**src/svms_pkg.sv**
```systemverilog
// ----------------------------------------------------------------------------
// svms_pkg
// Shared constants, types and the coil phase table of the valve move sequencer.
// ----------------------------------------------------------------------------
package svms_pkg;

   localparam int NUM_VALVES       = 12;
   localparam int MAX_POSITION     = 24;
   localparam int VALVES_PER_CHAIN = 6;

   localparam int VALVE_W   = 4;
   localparam int POS_W     = 5;
   localparam int AMOUNT_W  = 5;
   localparam int SPU_W     = 8;
   localparam int WORDS_W   = 15;
   localparam int WORD_W    = 24;
   localparam int SLOT_W    = 3;

   localparam int REQ_DATA_W = 16;
   localparam int REQ_USER_W = 2;
   localparam int RSP_DATA_W = 32;
   localparam int RSP_USER_W = 2;

   localparam int CSR_INDEX_W = 2;
   localparam int CSR_DATA_W  = 8;

   localparam logic [CSR_INDEX_W-1:0] CSR_CHECK_MODE      = 2'd0;
   localparam logic [CSR_INDEX_W-1:0] CSR_STORE_POSITIONS = 2'd1;
   localparam logic [CSR_INDEX_W-1:0] CSR_STEPS_PER_UNIT  = 2'd2;

   localparam logic [SPU_W-1:0] SPU_RESET = 8'd24;

   localparam int QUEUE_DEPTH = 4;
   localparam int QUEUE_PTR_W = $clog2(QUEUE_DEPTH);

   typedef enum logic [1:0] {
      CMD_TICK   = 2'd0,
      CMD_MOVE   = 2'd1,
      CMD_TARGET = 2'd2,
      CMD_LOAD   = 2'd3
   } cmd_type;

   typedef enum logic [1:0] {
      ST_ACCEPTED = 2'd0,
      ST_BUSY     = 2'd1,
      ST_RANGE    = 2'd2,
      ST_AMOUNT   = 2'd3
   } status_type;

   typedef enum logic {
      KIND_DRIVE  = 1'b0,
      KIND_STATUS = 1'b1
   } kind_type;

   typedef struct packed {
      cmd_type               cmd;
      logic [VALVE_W-1:0]    valve;
      logic                  valve_ok;
      logic                  chain;
      logic                  dir;
      logic [AMOUNT_W-1:0]   amount;
      logic [POS_W-1:0]      target;
   } item_type;

   typedef struct packed {
      kind_type              kind;
      logic [WORD_W-1:0]     word;
      logic                  chain;
      logic                  last;
      status_type            status;
      logic [POS_W-1:0]      pos;
   } rsp_type;

   function automatic logic [3:0] phase_nibble(input logic [1:0] ph);
      logic [3:0] nib;
      unique case (ph)
         2'd0: nib = 4'h5;
         2'd1: nib = 4'h9;
         2'd2: nib = 4'hA;
         2'd3: nib = 4'h6;
         default: nib = 4'h0;
      endcase
      return nib;
   endfunction

endpackage

```
**src/svms_front.sv**
```systemverilog
// ----------------------------------------------------------------------------
// svms_front
// Unpacks a request transaction and classifies it (valve check, chain).
// ----------------------------------------------------------------------------
module svms_front (
   input  logic [svms_pkg::REQ_DATA_W-1:0] req_data,
   input  logic [svms_pkg::REQ_USER_W-1:0] req_user,
   output svms_pkg::item_type              item
);

   logic [svms_pkg::VALVE_W-1:0] valve;

   assign valve = req_data[3:0];

   always_comb begin
      item          = '0;
      item.cmd      = svms_pkg::cmd_type'(req_user);
      item.valve    = valve;
      item.valve_ok = valve < svms_pkg::VALVE_W'(svms_pkg::NUM_VALVES);
      item.chain    = valve >= svms_pkg::VALVE_W'(svms_pkg::VALVES_PER_CHAIN);
      item.dir      = req_data[4];
      item.amount   = req_data[9:5];
      item.target   = req_data[14:10];
   end

endmodule

```
**src/svms_queue.sv**
```systemverilog
// ----------------------------------------------------------------------------
// svms_queue
// Short FIFO of classified requests between the front and the back.
// ----------------------------------------------------------------------------
module svms_queue (
   input  logic               clock,
   input  logic               reset,
   input  logic               push_valid,
   output logic               push_ready,
   input  svms_pkg::item_type push_item,
   output logic               pop_valid,
   input  logic               pop_ready,
   output svms_pkg::item_type pop_item
);

   svms_pkg::item_type                 slots_ff [svms_pkg::QUEUE_DEPTH];
   logic [svms_pkg::QUEUE_PTR_W-1:0]   wr_ptr_ff, wr_ptr_in;
   logic [svms_pkg::QUEUE_PTR_W-1:0]   rd_ptr_ff, rd_ptr_in;
   logic [svms_pkg::QUEUE_PTR_W:0]     count_ff, count_in;
   logic                               push, pop;

   assign push_ready = count_ff != (svms_pkg::QUEUE_PTR_W+1)'(svms_pkg::QUEUE_DEPTH);
   assign pop_valid  = count_ff != '0;
   assign pop_item   = slots_ff[rd_ptr_ff];
   assign push       = push_valid && push_ready;
   assign pop        = pop_valid && pop_ready;

   always_comb begin
      wr_ptr_in = push ? wr_ptr_ff + 1'b1 : wr_ptr_ff;
      rd_ptr_in = pop  ? rd_ptr_ff + 1'b1 : rd_ptr_ff;
      count_in  = count_ff;
      if (push && !pop) begin
         count_in = count_ff + 1'b1;
      end else if (pop && !push) begin
         count_in = count_ff - 1'b1;
      end
   end

   always_ff @(posedge clock) begin
      if (reset) begin
         wr_ptr_ff <= '0;
         rd_ptr_ff <= '0;
         count_ff  <= '0;
      end else begin
         wr_ptr_ff <= wr_ptr_in;
         rd_ptr_ff <= rd_ptr_in;
         count_ff  <= count_in;
      end
   end

   always_ff @(posedge clock) begin
      if (push) begin
         slots_ff[wr_ptr_ff] <= push_item;
      end
   end

endmodule

```
**src/svms_back.sv**
```systemverilog
// ----------------------------------------------------------------------------
// svms_back
// Executes queued requests: position tracking, move checks, coil word runs,
// configuration registers and the registered result stage.
// ----------------------------------------------------------------------------
module svms_back (
   input  logic                              clock,
   input  logic                              reset,
   input  logic                              csr_write_en,
   input  logic [svms_pkg::CSR_INDEX_W-1:0]  csr_index,
   input  logic [svms_pkg::CSR_DATA_W-1:0]   csr_wdata,
   input  logic                              in_valid,
   output logic                              in_ready,
   input  svms_pkg::item_type                in_item,
   output logic                              out_valid,
   input  logic                              out_ready,
   output svms_pkg::rsp_type                 out_rsp
);

   localparam int RUN_PROD_W = svms_pkg::SPU_W + svms_pkg::POS_W;

   logic                              check_ff, check_in;
   logic                              store_ff, store_in;
   logic [svms_pkg::SPU_W-1:0]        spu_ff, spu_in;

   logic [svms_pkg::POS_W-1:0]        positions_ff [svms_pkg::NUM_VALVES];
   logic                              busy_ff, busy_in;
   logic [svms_pkg::WORDS_W-1:0]      words_ff, words_in;
   logic [1:0]                        phase_ff, phase_in;
   logic [svms_pkg::VALVE_W-1:0]      act_valve_ff, act_valve_in;
   logic                              act_dir_ff, act_dir_in;

   logic                              rsp_valid_ff, rsp_valid_in;
   svms_pkg::rsp_type                 rsp_ff, rsp_in;

   logic                              fire;
   logic                              pos_we;
   logic [svms_pkg::POS_W-1:0]        pos_wdata;
   logic [svms_pkg::POS_W-1:0]        pos;
   logic                              mv_dir;
   logic [svms_pkg::AMOUNT_W-1:0]     mv_amt;
   logic [svms_pkg::POS_W-1:0]        room;
   logic [svms_pkg::POS_W-1:0]        run_open, run_close, run;
   logic [svms_pkg::POS_W-1:0]        moved_pos;
   logic                              raw_bad;
   logic [RUN_PROD_W-1:0]             run_prod;
   logic                              act_chain;
   logic [svms_pkg::VALVE_W-1:0]      slot_wide;
   logic [svms_pkg::SLOT_W-1:0]       slot;
   logic [1:0]                        drive_ph;
   logic [svms_pkg::WORD_W-1:0]       drive_word;

   assign in_ready  = !rsp_valid_ff || out_ready;
   assign fire      = in_valid && in_ready;
   assign out_valid = rsp_valid_ff;
   assign out_rsp   = rsp_ff;

   always_comb begin
      check_in = check_ff;
      store_in = store_ff;
      spu_in   = spu_ff;
      if (csr_write_en) begin
         unique case (csr_index)
            svms_pkg::CSR_CHECK_MODE:      check_in = csr_wdata[0];
            svms_pkg::CSR_STORE_POSITIONS: store_in = csr_wdata[0];
            svms_pkg::CSR_STEPS_PER_UNIT:  spu_in   = csr_wdata;
            default: ;
         endcase
      end
   end

   // move arithmetic
   always_comb begin
      pos = in_item.valve_ok ? positions_ff[in_item.valve] : '0;
      if (in_item.cmd == svms_pkg::CMD_TARGET) begin
         if (pos > in_item.target) begin
            mv_dir = 1'b0;
            mv_amt = pos - in_item.target;
         end else begin
            mv_dir = 1'b1;
            mv_amt = in_item.target - pos;
         end
      end else begin
         mv_dir = in_item.dir;
         mv_amt = in_item.amount;
      end
      room      = svms_pkg::POS_W'(svms_pkg::MAX_POSITION) - pos;
      run_open  = (mv_amt < room) ? mv_amt : room;
      run_close = (mv_amt < pos) ? mv_amt : pos;
      run       = check_ff ? (mv_dir ? run_open : run_close) : mv_amt;
      moved_pos = mv_dir ? pos + run : pos - run;
      raw_bad   = ({1'b0, pos} + {1'b0, mv_amt} >
                   (svms_pkg::POS_W+1)'(svms_pkg::MAX_POSITION)) || (mv_amt > pos);
      run_prod  = RUN_PROD_W'(spu_ff) * RUN_PROD_W'(run);
   end

   // coil word of the active run
   always_comb begin
      act_chain  = act_valve_ff >= svms_pkg::VALVE_W'(svms_pkg::VALVES_PER_CHAIN);
      slot_wide  = act_chain ?
                   act_valve_ff - svms_pkg::VALVE_W'(svms_pkg::VALVES_PER_CHAIN) :
                   act_valve_ff;
      slot       = slot_wide[svms_pkg::SLOT_W-1:0];
      drive_ph   = act_dir_ff ? phase_ff : ~phase_ff;
      drive_word = svms_pkg::WORD_W'(svms_pkg::phase_nibble(drive_ph)) << {slot, 2'b00};
   end

   always_comb begin
      busy_in      = busy_ff;
      words_in     = words_ff;
      phase_in     = phase_ff;
      act_valve_in = act_valve_ff;
      act_dir_in   = act_dir_ff;
      rsp_valid_in = rsp_valid_ff && !out_ready;
      rsp_in       = rsp_ff;
      pos_we       = 1'b0;
      pos_wdata    = in_item.target;

      if (fire) begin
         if (in_item.cmd == svms_pkg::CMD_TICK) begin
            if (busy_ff) begin
               rsp_valid_in  = 1'b1;
               rsp_in        = '0;
               rsp_in.kind   = svms_pkg::KIND_DRIVE;
               rsp_in.chain  = act_chain;
               rsp_in.status = svms_pkg::ST_ACCEPTED;
               if (words_ff != '0) begin
                  rsp_in.word = drive_word;
                  phase_in    = phase_ff + 1'b1;
                  words_in    = words_ff - 1'b1;
               end else begin
                  rsp_in.last = 1'b1;
                  busy_in     = 1'b0;
               end
            end
         end else begin
            rsp_valid_in  = 1'b1;
            rsp_in        = '0;
            rsp_in.kind   = svms_pkg::KIND_STATUS;
            rsp_in.chain  = in_item.chain;
            rsp_in.pos    = pos;
            rsp_in.status = svms_pkg::ST_ACCEPTED;
            priority if (busy_ff) begin
               rsp_in.status = svms_pkg::ST_BUSY;
            end else if (!in_item.valve_ok) begin
               rsp_in.status = svms_pkg::ST_RANGE;
            end else if (in_item.cmd == svms_pkg::CMD_LOAD) begin
               if (in_item.target > svms_pkg::POS_W'(svms_pkg::MAX_POSITION)) begin
                  rsp_in.status = svms_pkg::ST_RANGE;
               end else begin
                  pos_we     = 1'b1;
                  pos_wdata  = in_item.target;
                  rsp_in.pos = in_item.target;
               end
            end else if (in_item.cmd == svms_pkg::CMD_MOVE &&
                         in_item.amount > svms_pkg::AMOUNT_W'(svms_pkg::MAX_POSITION)) begin
               rsp_in.status = svms_pkg::ST_AMOUNT;
            end else if (!check_ff && raw_bad) begin
               rsp_in.status = svms_pkg::ST_RANGE;
            end else begin
               busy_in      = 1'b1;
               words_in     = svms_pkg::WORDS_W'({run_prod, 2'b00});
               phase_in     = '0;
               act_valve_in = in_item.valve;
               act_dir_in   = mv_dir;
               if (check_ff && store_ff) begin
                  pos_we     = 1'b1;
                  pos_wdata  = moved_pos;
                  rsp_in.pos = moved_pos;
               end
            end
         end
      end
   end

   always_ff @(posedge clock) begin
      if (reset) begin
         check_ff     <= 1'b1;
         store_ff     <= 1'b1;
         spu_ff       <= svms_pkg::SPU_RESET;
         busy_ff      <= 1'b0;
         words_ff     <= '0;
         phase_ff     <= '0;
         act_valve_ff <= '0;
         act_dir_ff   <= 1'b0;
         rsp_valid_ff <= 1'b0;
         for (int i = 0; i < svms_pkg::NUM_VALVES; i++) begin
            positions_ff[i] <= '0;
         end
      end else begin
         check_ff     <= check_in;
         store_ff     <= store_in;
         spu_ff       <= spu_in;
         busy_ff      <= busy_in;
         words_ff     <= words_in;
         phase_ff     <= phase_in;
         act_valve_ff <= act_valve_in;
         act_dir_ff   <= act_dir_in;
         rsp_valid_ff <= rsp_valid_in;
         if (pos_we) begin
            positions_ff[in_item.valve] <= pos_wdata;
         end
      end
   end

   always_ff @(posedge clock) begin
      rsp_ff <= rsp_in;
   end

endmodule

```
**src/stepper_valve_move_sequencer_core.sv**
```systemverilog
// ----------------------------------------------------------------------------
// stepper_valve_move_sequencer_core
// Tracks 12 stepper valve positions, checks move requests and emits coil
// drive word runs on two shift chains.
//
//   channel  direction  handshake            payload
//   req      in         req_tvalid/tready    tdata, tuser (command)
//   rsp      out        rsp_tvalid/tready    tdata, tuser, tlast
//   csr      in         csr_write_en         csr_index, csr_wdata
//
// One transaction per cycle sustained while rsp_tready stays high; the back unit
// retires one queued request per cycle whenever its output register is free.
// A request passes the queue, then the result register, on its way to a result.
// Reset is synchronous: registers return to defaults, positions to zero.
// A stalled result holds the back; the 4-entry queue absorbs requests until
// req_tready drops.
// ----------------------------------------------------------------------------
module stepper_valve_move_sequencer_core (
   input  logic                              clock,
   input  logic                              reset,
   input  logic                              req_tvalid,
   output logic                              req_tready,
   // [3:0] valve_index, [4] move_direction, [9:5] move_amount,
   // [14:10] target_position, [15] zero
   input  logic [svms_pkg::REQ_DATA_W-1:0]   req_tdata,
   // [1:0] command
   input  logic [svms_pkg::REQ_USER_W-1:0]   req_tuser,
   output logic                              rsp_tvalid,
   input  logic                              rsp_tready,
   // [23:0] drive_word, [25:24] status, [30:26] new_position, [31] zero
   output logic [svms_pkg::RSP_DATA_W-1:0]   rsp_tdata,
   // [0] result_kind, [1] chain_select
   output logic [svms_pkg::RSP_USER_W-1:0]   rsp_tuser,
   output logic                              rsp_tlast,
   input  logic                              csr_write_en,
   input  logic [svms_pkg::CSR_INDEX_W-1:0]  csr_index,
   input  logic [svms_pkg::CSR_DATA_W-1:0]   csr_wdata
);

   svms_pkg::item_type front_item;
   svms_pkg::item_type queue_item;
   svms_pkg::rsp_type  rsp;
   logic               queue_valid;
   logic               back_ready;

   svms_front u_front (
      .req_data (req_tdata),
      .req_user (req_tuser),
      .item     (front_item)
   );

   svms_queue u_queue (
      .clock      (clock),
      .reset      (reset),
      .push_valid (req_tvalid),
      .push_ready (req_tready),
      .push_item  (front_item),
      .pop_valid  (queue_valid),
      .pop_ready  (back_ready),
      .pop_item   (queue_item)
   );

   svms_back u_back (
      .clock        (clock),
      .reset        (reset),
      .csr_write_en (csr_write_en),
      .csr_index    (csr_index),
      .csr_wdata    (csr_wdata),
      .in_valid     (queue_valid),
      .in_ready     (back_ready),
      .in_item      (queue_item),
      .out_valid    (rsp_tvalid),
      .out_ready    (rsp_tready),
      .out_rsp      (rsp)
   );

   assign rsp_tdata = {1'b0, rsp.pos, rsp.status, rsp.word};
   assign rsp_tuser = {rsp.chain, rsp.kind};
   assign rsp_tlast = rsp.last;

endmodule
```
**config.mk**
```make
export PLATFORM = sky130hd
export DESIGN_NAME = stepper_valve_move_sequencer_core
export DESIGN_NICKNAME = d
export VERILOG_FILES = /design/src/svms_pkg.sv /design/src/svms_front.sv /design/src/svms_queue.sv /design/src/svms_back.sv /design/src/stepper_valve_move_sequencer_core.sv
export SDC_FILE = /design/constraint.sdc
export NUM_CORES = 1
export LEC_CHECK = 0
export BUFFER_PORTS_ARGS = -buffer_cell sky130_fd_sc_hd__buf_2
export CORE_MARGIN = 1
export CORE_UTILIZATION = 50
export CTS_CLUSTER_DIAMETER = 30
export DETAILED_ROUTE_END_ITERATION = 10
export PLACE_DENSITY = 0.64
export SYNTH_ARGS = -nofsm -noshare
export SYNTH_HDL_FRONTEND = slang
export SYNTH_HIERARCHICAL = 1
export SYNTH_SLANG_ARGS = --single-unit
```
**constraint.sdc**
```tcl
create_clock -name clock -period 11.5 [get_ports clock]
set_input_delay 1.725 -clock clock [delete_from_list [all_inputs] [get_ports clock]]
set_output_delay 1.725 -clock clock [all_outputs]
set_load 0.1 [all_outputs]
```
**Yosys cells after proc, flatten, opt, wreduce, memory -nomap -nowiden**

Memories as Yosys holds them, arrays and structs flattened. A register that Yosys moved wholly into a read port is not among the register bits.
Cells that the tools add are included.
W data, S select, Z words.

- Bits in registers: 75
- RAM bits: 136
- Output and inout port bits: 37
- Logic and storage cells: 182
- Memories kept: 2

- Add/subtract/negate cells: 13
- Multipliers: 1
- $lt $le $gt $ge: 10
- Eq/ne operators: 15
- Shift operators: 1
- Mux-type cells: 87
- Bitwise operators: 6
- Reduce and logical (&&, ||, !) cells: 29

Memory list:

| name | depth | width | rd ports | clocked after memory_dff | wr ports | line | RTL |
|---|---|---|---|---|---|---|---|
| u_queue.slots_ff | 4 | 19 | 1 | 1 | 1 | svms_queue.sv:16 | `svms_pkg::item_type slots_ff [svms_pkg::QUEUE_DEPTH];` |
| u_back.positions_ff | 12 | 5 | 1 | 0 | 12 | svms_back.sv:26 | `logic [svms_pkg::POS_W-1:0] positions_ff [svms_pkg::NUM_VALVES];` |

Operators with widths:

| operator | number |
|---|---|
| $mux W15 | 8 |
| $mux W5 | 23 |
| $mux W34 | 1 |
| $mux W2 | 16 |
| $mux W1 | 31 |
| $mux W24 | 1 |
| $shl A4 B5 Y24 | 1 |
| $pmux W4 S4 | 1 |
| $reduce_bool A15 Y1 | 1 |
| $sub A15 B1 Y15 const B | 1 |
| $sub A5 B5 Y5 | 3 |
| $mul A8 B5 Y13 | 1 |
| $eq A2 B2 Y1 const B | 5 |
| $gt A5 B5 Y1 | 2 |
| $gt A5 B5 Y1 const B | 2 |
| $lt A5 B5 Y1 | 2 |
| $mux W3 | 3 |
| $mux W9 | 1 |
| $ge A4 B3 Y1 const B | 2 |
| $logic_and A1 B1 Y1 | 8 |
| $ne A2 B1 Y1 const B | 4 |
| $reduce_and A2 Y1 | 4 |
| $reduce_and A8 Y1 | 1 |
| $mux W7 | 1 |
| 22 further kinds | 39 |

**Logic depth before layout (Yosys ltp)**

An unclocked memory read counts as a cell.

- Depth in word-level cells: 21
- Gate-level depth with buffers: 42
- Mapped depth without buffers: 36

**Modules after synthesis**

Netlist, hierarchy kept.

By module, submodules not included:

| module | instances | cells each | area an instance (µm²) |
|---|---|---|---|
| svms_back | 1 | 935 | 9480.3 |
| svms_queue | 1 | 147 | 3250.6 |
| svms_front | 1 | 19 | 138.9 |
| stepper_valve_move_sequencer_core | 1 | 2 | 11.3 |

**Worst setup path before layout**

Ideal clock, no wire load.

- Path type: register to register
- Start: register (tool-made name)
- End: register u_back/words_ff[14] (netlist name)
- Data arrival time: 8.959 ns
- Setup slack: 2.415 ns
- Cell stages (with the launch flop): 41
- Clock period less this slack: 9.085 ns
- Cell sequence: dfxtp_1 > buf_6 > buf_12 > mux4_2 > buf_6 > mux4_1 > a22oi_1 > nand3_1 > nand2_1 > inv_1 > ha_1 > clkbuf_1 > nand2_1 > a211oi_1 > o21ai_1 > a2111o_1 > o221ai_1 > ha_1 > [5 not listed] > o211a_1 > a221o_1 > clkbuf_1 > nand2_1 > fa_1 > fa_1 > fa_1 > inv_1 > ha_1 > a21o_1 > a21oi_1 > o21bai_1 > a21oi_1 > o21ai_0 > a21o_1 > a21oi_1 > xor2_1 > o32ai_1

RTL lines:

| element | line | RTL |
|---|---|---|
| end signal, assigned | svms_back.sv:195 | `words_ff <= words_in;` |
| end, declared | svms_back.sv:28 | `logic [svms_pkg::WORDS_W-1:0] words_ff, words_in;` |

==> out/results.ini <==
[hold_path]
min_path_type=reg -> reg
hold_path_depth=2
hp-start=u_back/words_ff[10]
hold_end=u_back/words_ff[10]

[logic_synthesis]
synthArstFlopShare=0
synth.most_common_cell=edfxtp_1
ys_types=72
ys.flop_type=edfxtp_1
netlist_instances=1103
synth_area_leaders=edfxtp_1, dfxtp_1, ha_1
synth-edff-count=190
syn_nets=1219
yosys-top-cells-count=edfxtp_1, nor2_1, nand2_1, inv_1, ha_1
synth_seq_area_share=0.5098
ys_seq_elements=233
synth_area_um2=12880
yosysTopAreaCell=edfxtp_1
ys_warn_count=6
netlist.area_leader.share=0.4429
syn_avg_cell_area_um2=11.68

[timing]
setup_viol=0
min_period_ns=10.76
clock.fmax_mhz=92.92
min_period_over_period=0.9358
maxSlewHeadroom=0.2663
clock_skew_ns=0.03133
worst_pin_slew_ns=1.079
rsz0062_at_grt=no
finalHoldViolCount=0
report.final.slew_viol_count=0
fin_tns_setup_ns=0

[placement]
dpl.hpwl_um=19420
portBuffers=67
gp_congestion=0.8982

[routing]
m1WireLength_um=12610
wl_met3_um=1499
routed_via_density=5.640
top_layer=met4
vias=8674
drc=0
wl_per_cell_um=18.42
wl_met2_um=13420
postRouteAntennaNets=0
wirelength_um=28330
drt_iter0_markers=747
drt_pass1_iterations=7

[critical_path]
crit_top_cell=a21oi_1
cp_data_required_time_ns=11.89
r2r_end=u_back/words_ff[14]
path_max_fanout=22
r2r_slack_ns=0.74
crit_slowest_cell=mux4_2
r2r_cells=34
cp-start-kind=flip-flop
max_stage_delay_ns=0.86
cp-end-kind=flip-flop
critPathArrivalTime_ns=11.15
criticalPathCategory=reg -> reg

[clocking]
ctsHoldBuffers=0
cts_tree=done
cts_max_level=2
root_buffer=clkbuf_16
cts_made_buffers=50
clkSlewWorstSetupHoldPaths_ns=0.05
clock_sinks=233
clock_latency_ns=0.56
cts_max_path_buffers=3

[global_route]
grt_pass1_wl_um=45400
grt_max_degree=59
grt_usage=0.2216
grt-ovfl-total=0
grt_pass1_vias=8528
antenna_found_initial=0

[status]
status=finished clean

[floorplan]
rows=58
pin_count=70
coreArea_um2=25250
die-area_um2=26410
initial_core_util=0.5101
die_h_um=162.5
die_w_um=162.5

[run]
maxCapViolations=0

[layout]
antenna_cells=0
nets=1282
areaGrowthSynthToFinish_pct=18.14
drive_gt1_frac=0.1755
fill_cells=2065

## registers in the layout, summed over array words and instances (netlist names), 2 cells and up, named ones only
name / flops
u_back/positions_ff: 80
u_queue/slots_ff: 76
u_back/out_rsp: 34
u_back/words_ff: 15
u_back/spu_ff: 8
u_back/act_valve_ff: 4
u_queue/count_ff: 3
u_back/phase_ff: 2
u_queue/rd_ptr_ff: 2
u_queue/wr_ptr_ff: 2
## final cells by class
type                    instances  area (µm²)  share of cell area
flip-flops and latches        233        6566              0.4315
multi-input cells             732        5674              0.3729
inverters                      71       266.5             0.01751
clock buffers                  65        1420             0.09332
clock inverters                29       447.9             0.02943
well taps                     330       412.9             0.02713
repair buffers                 78       430.4             0.02828
## worst max-delay path, delay by kind of cell, from the launching register on
| family | cells | cell delay [ns] |
|---|---|---|
| AO/OA/AOI/OAI | 16 | 3.96 |
| adder cells (fa/ha/maj) | 6 | 2.64 |
| AND/OR/NAND/NOR | 7 | 1.48 |
| multiplexers | 2 | 1.47 |
| buffers and inverters | 2 | 0.39 |
| flip-flops | 1 | 0.36 |
| XOR/XNOR | 1 | 0.30 |
## timing repair
item	CTS	global route
buffers inserted	0	0
gates resized for setup	0	1
endpoints found under the setup margin	0	1
## per-layer routing
| layer | vias to the layer above | GRT usage |
|---|---|---|
| met5 | - | 0 |
| met4 | 0 | 0.08705 |
| met3 | 65 | 0.03871 |
| met2 | 286 | 0.3596 |
| met1 | 4174 | 0.2965 |
| li1 | 4149 | - |
## logic make-up after synthesis
group,count (synthesis),synth area share
compound gates,185,0.09500
flops,233,0.5098
buf+inv,138,0.05061
fa+ha+maj,83,0.09403
mux,64,0.09490
other cells,1,0.0002911
xor+xnor,27,0.01836
simple gates,372,0.1371
## layout by cell type (no fill, tap or decap), types with 5 or more instances in the layout
| cell type | count |
|---|---|
| mux2i_1 | 18 |
| a21o_1 | 10 |
| mux4_2 | 21 |
| nor2b_1 | 8 |
| nand2_1 | 86 |
| xor2_1 | 13 |
| edfxtp_1 | 190 |
| buf_4 | 10 |
| o31ai_1 | 9 |
| nor3_1 | 14 |
| mux2_2 | 5 |
| dfxtp_1 | 43 |
| and3_1 | 9 |
| a211oi_1 | 14 |
| o21ai_0 | 29 |
| and2_1 | 26 |
| ha_1 | 60 |
| clkbuf_1 | 6 |
| a22oi_1 | 5 |
| fa_1 | 23 |
| a21oi_2 | 9 |
| bufinv_16 | 10 |
| mux4_1 | 19 |
| nand3b_1 | 7 |
| nand2b_1 | 21 |
| nand3_1 | 25 |
| xnor2_1 | 14 |
| inv_1 | 71 |
| buf_2 | 67 |
| clkbuf_16 | 52 |
| a31oi_1 | 9 |
| nor2_1 | 143 |
| clkinv_2 | 8 |
| clkbuf_8 | 7 |
| or3_1 | 7 |
| a21oi_1 | 55 |
## worst max path at each step
| stage | from | end | slack [ns] | depth (start not counted) |
|---|---|---|---|---|
| global placement | flip-flop | u_back/words_ff[14] | 0.88 | 35 |
| detailed placement | flip-flop | u_back/words_ff[14] | 0.79 | 35 |
| finish | flip-flop | u_back/words_ff[14] | 0.74 | 34 |
| CTS | flip-flop | u_back/words_ff[14] | 0.74 | 35 |
| global route | flip-flop | u_back/words_ff[14] | 0.08 | 35 |
| floorplan | flip-flop | u_back/words_ff[14] | 2.42 | 40 |
## per-stage QoR
stage               std cells    util  area [µm²]  hold WS [ns]  setup WS (ns)
CTS                      1538  0.6028       15220        0.4663         0.7394
global route             1538  0.6026       15220        0.5106        0.07899
floorplan                1103       -       12880        0.4428          2.415
finish                   1538  0.6026       15220        0.4677         0.7381
detailed placement       1444  0.5288       13350        0.4609         0.7883
global placement         1444  0.5288       13350        0.4534         0.8794
Power is left out: the tool's default activity adds up to more than one toggle a clock period on the data nets, which glitch-free logic cannot reach.
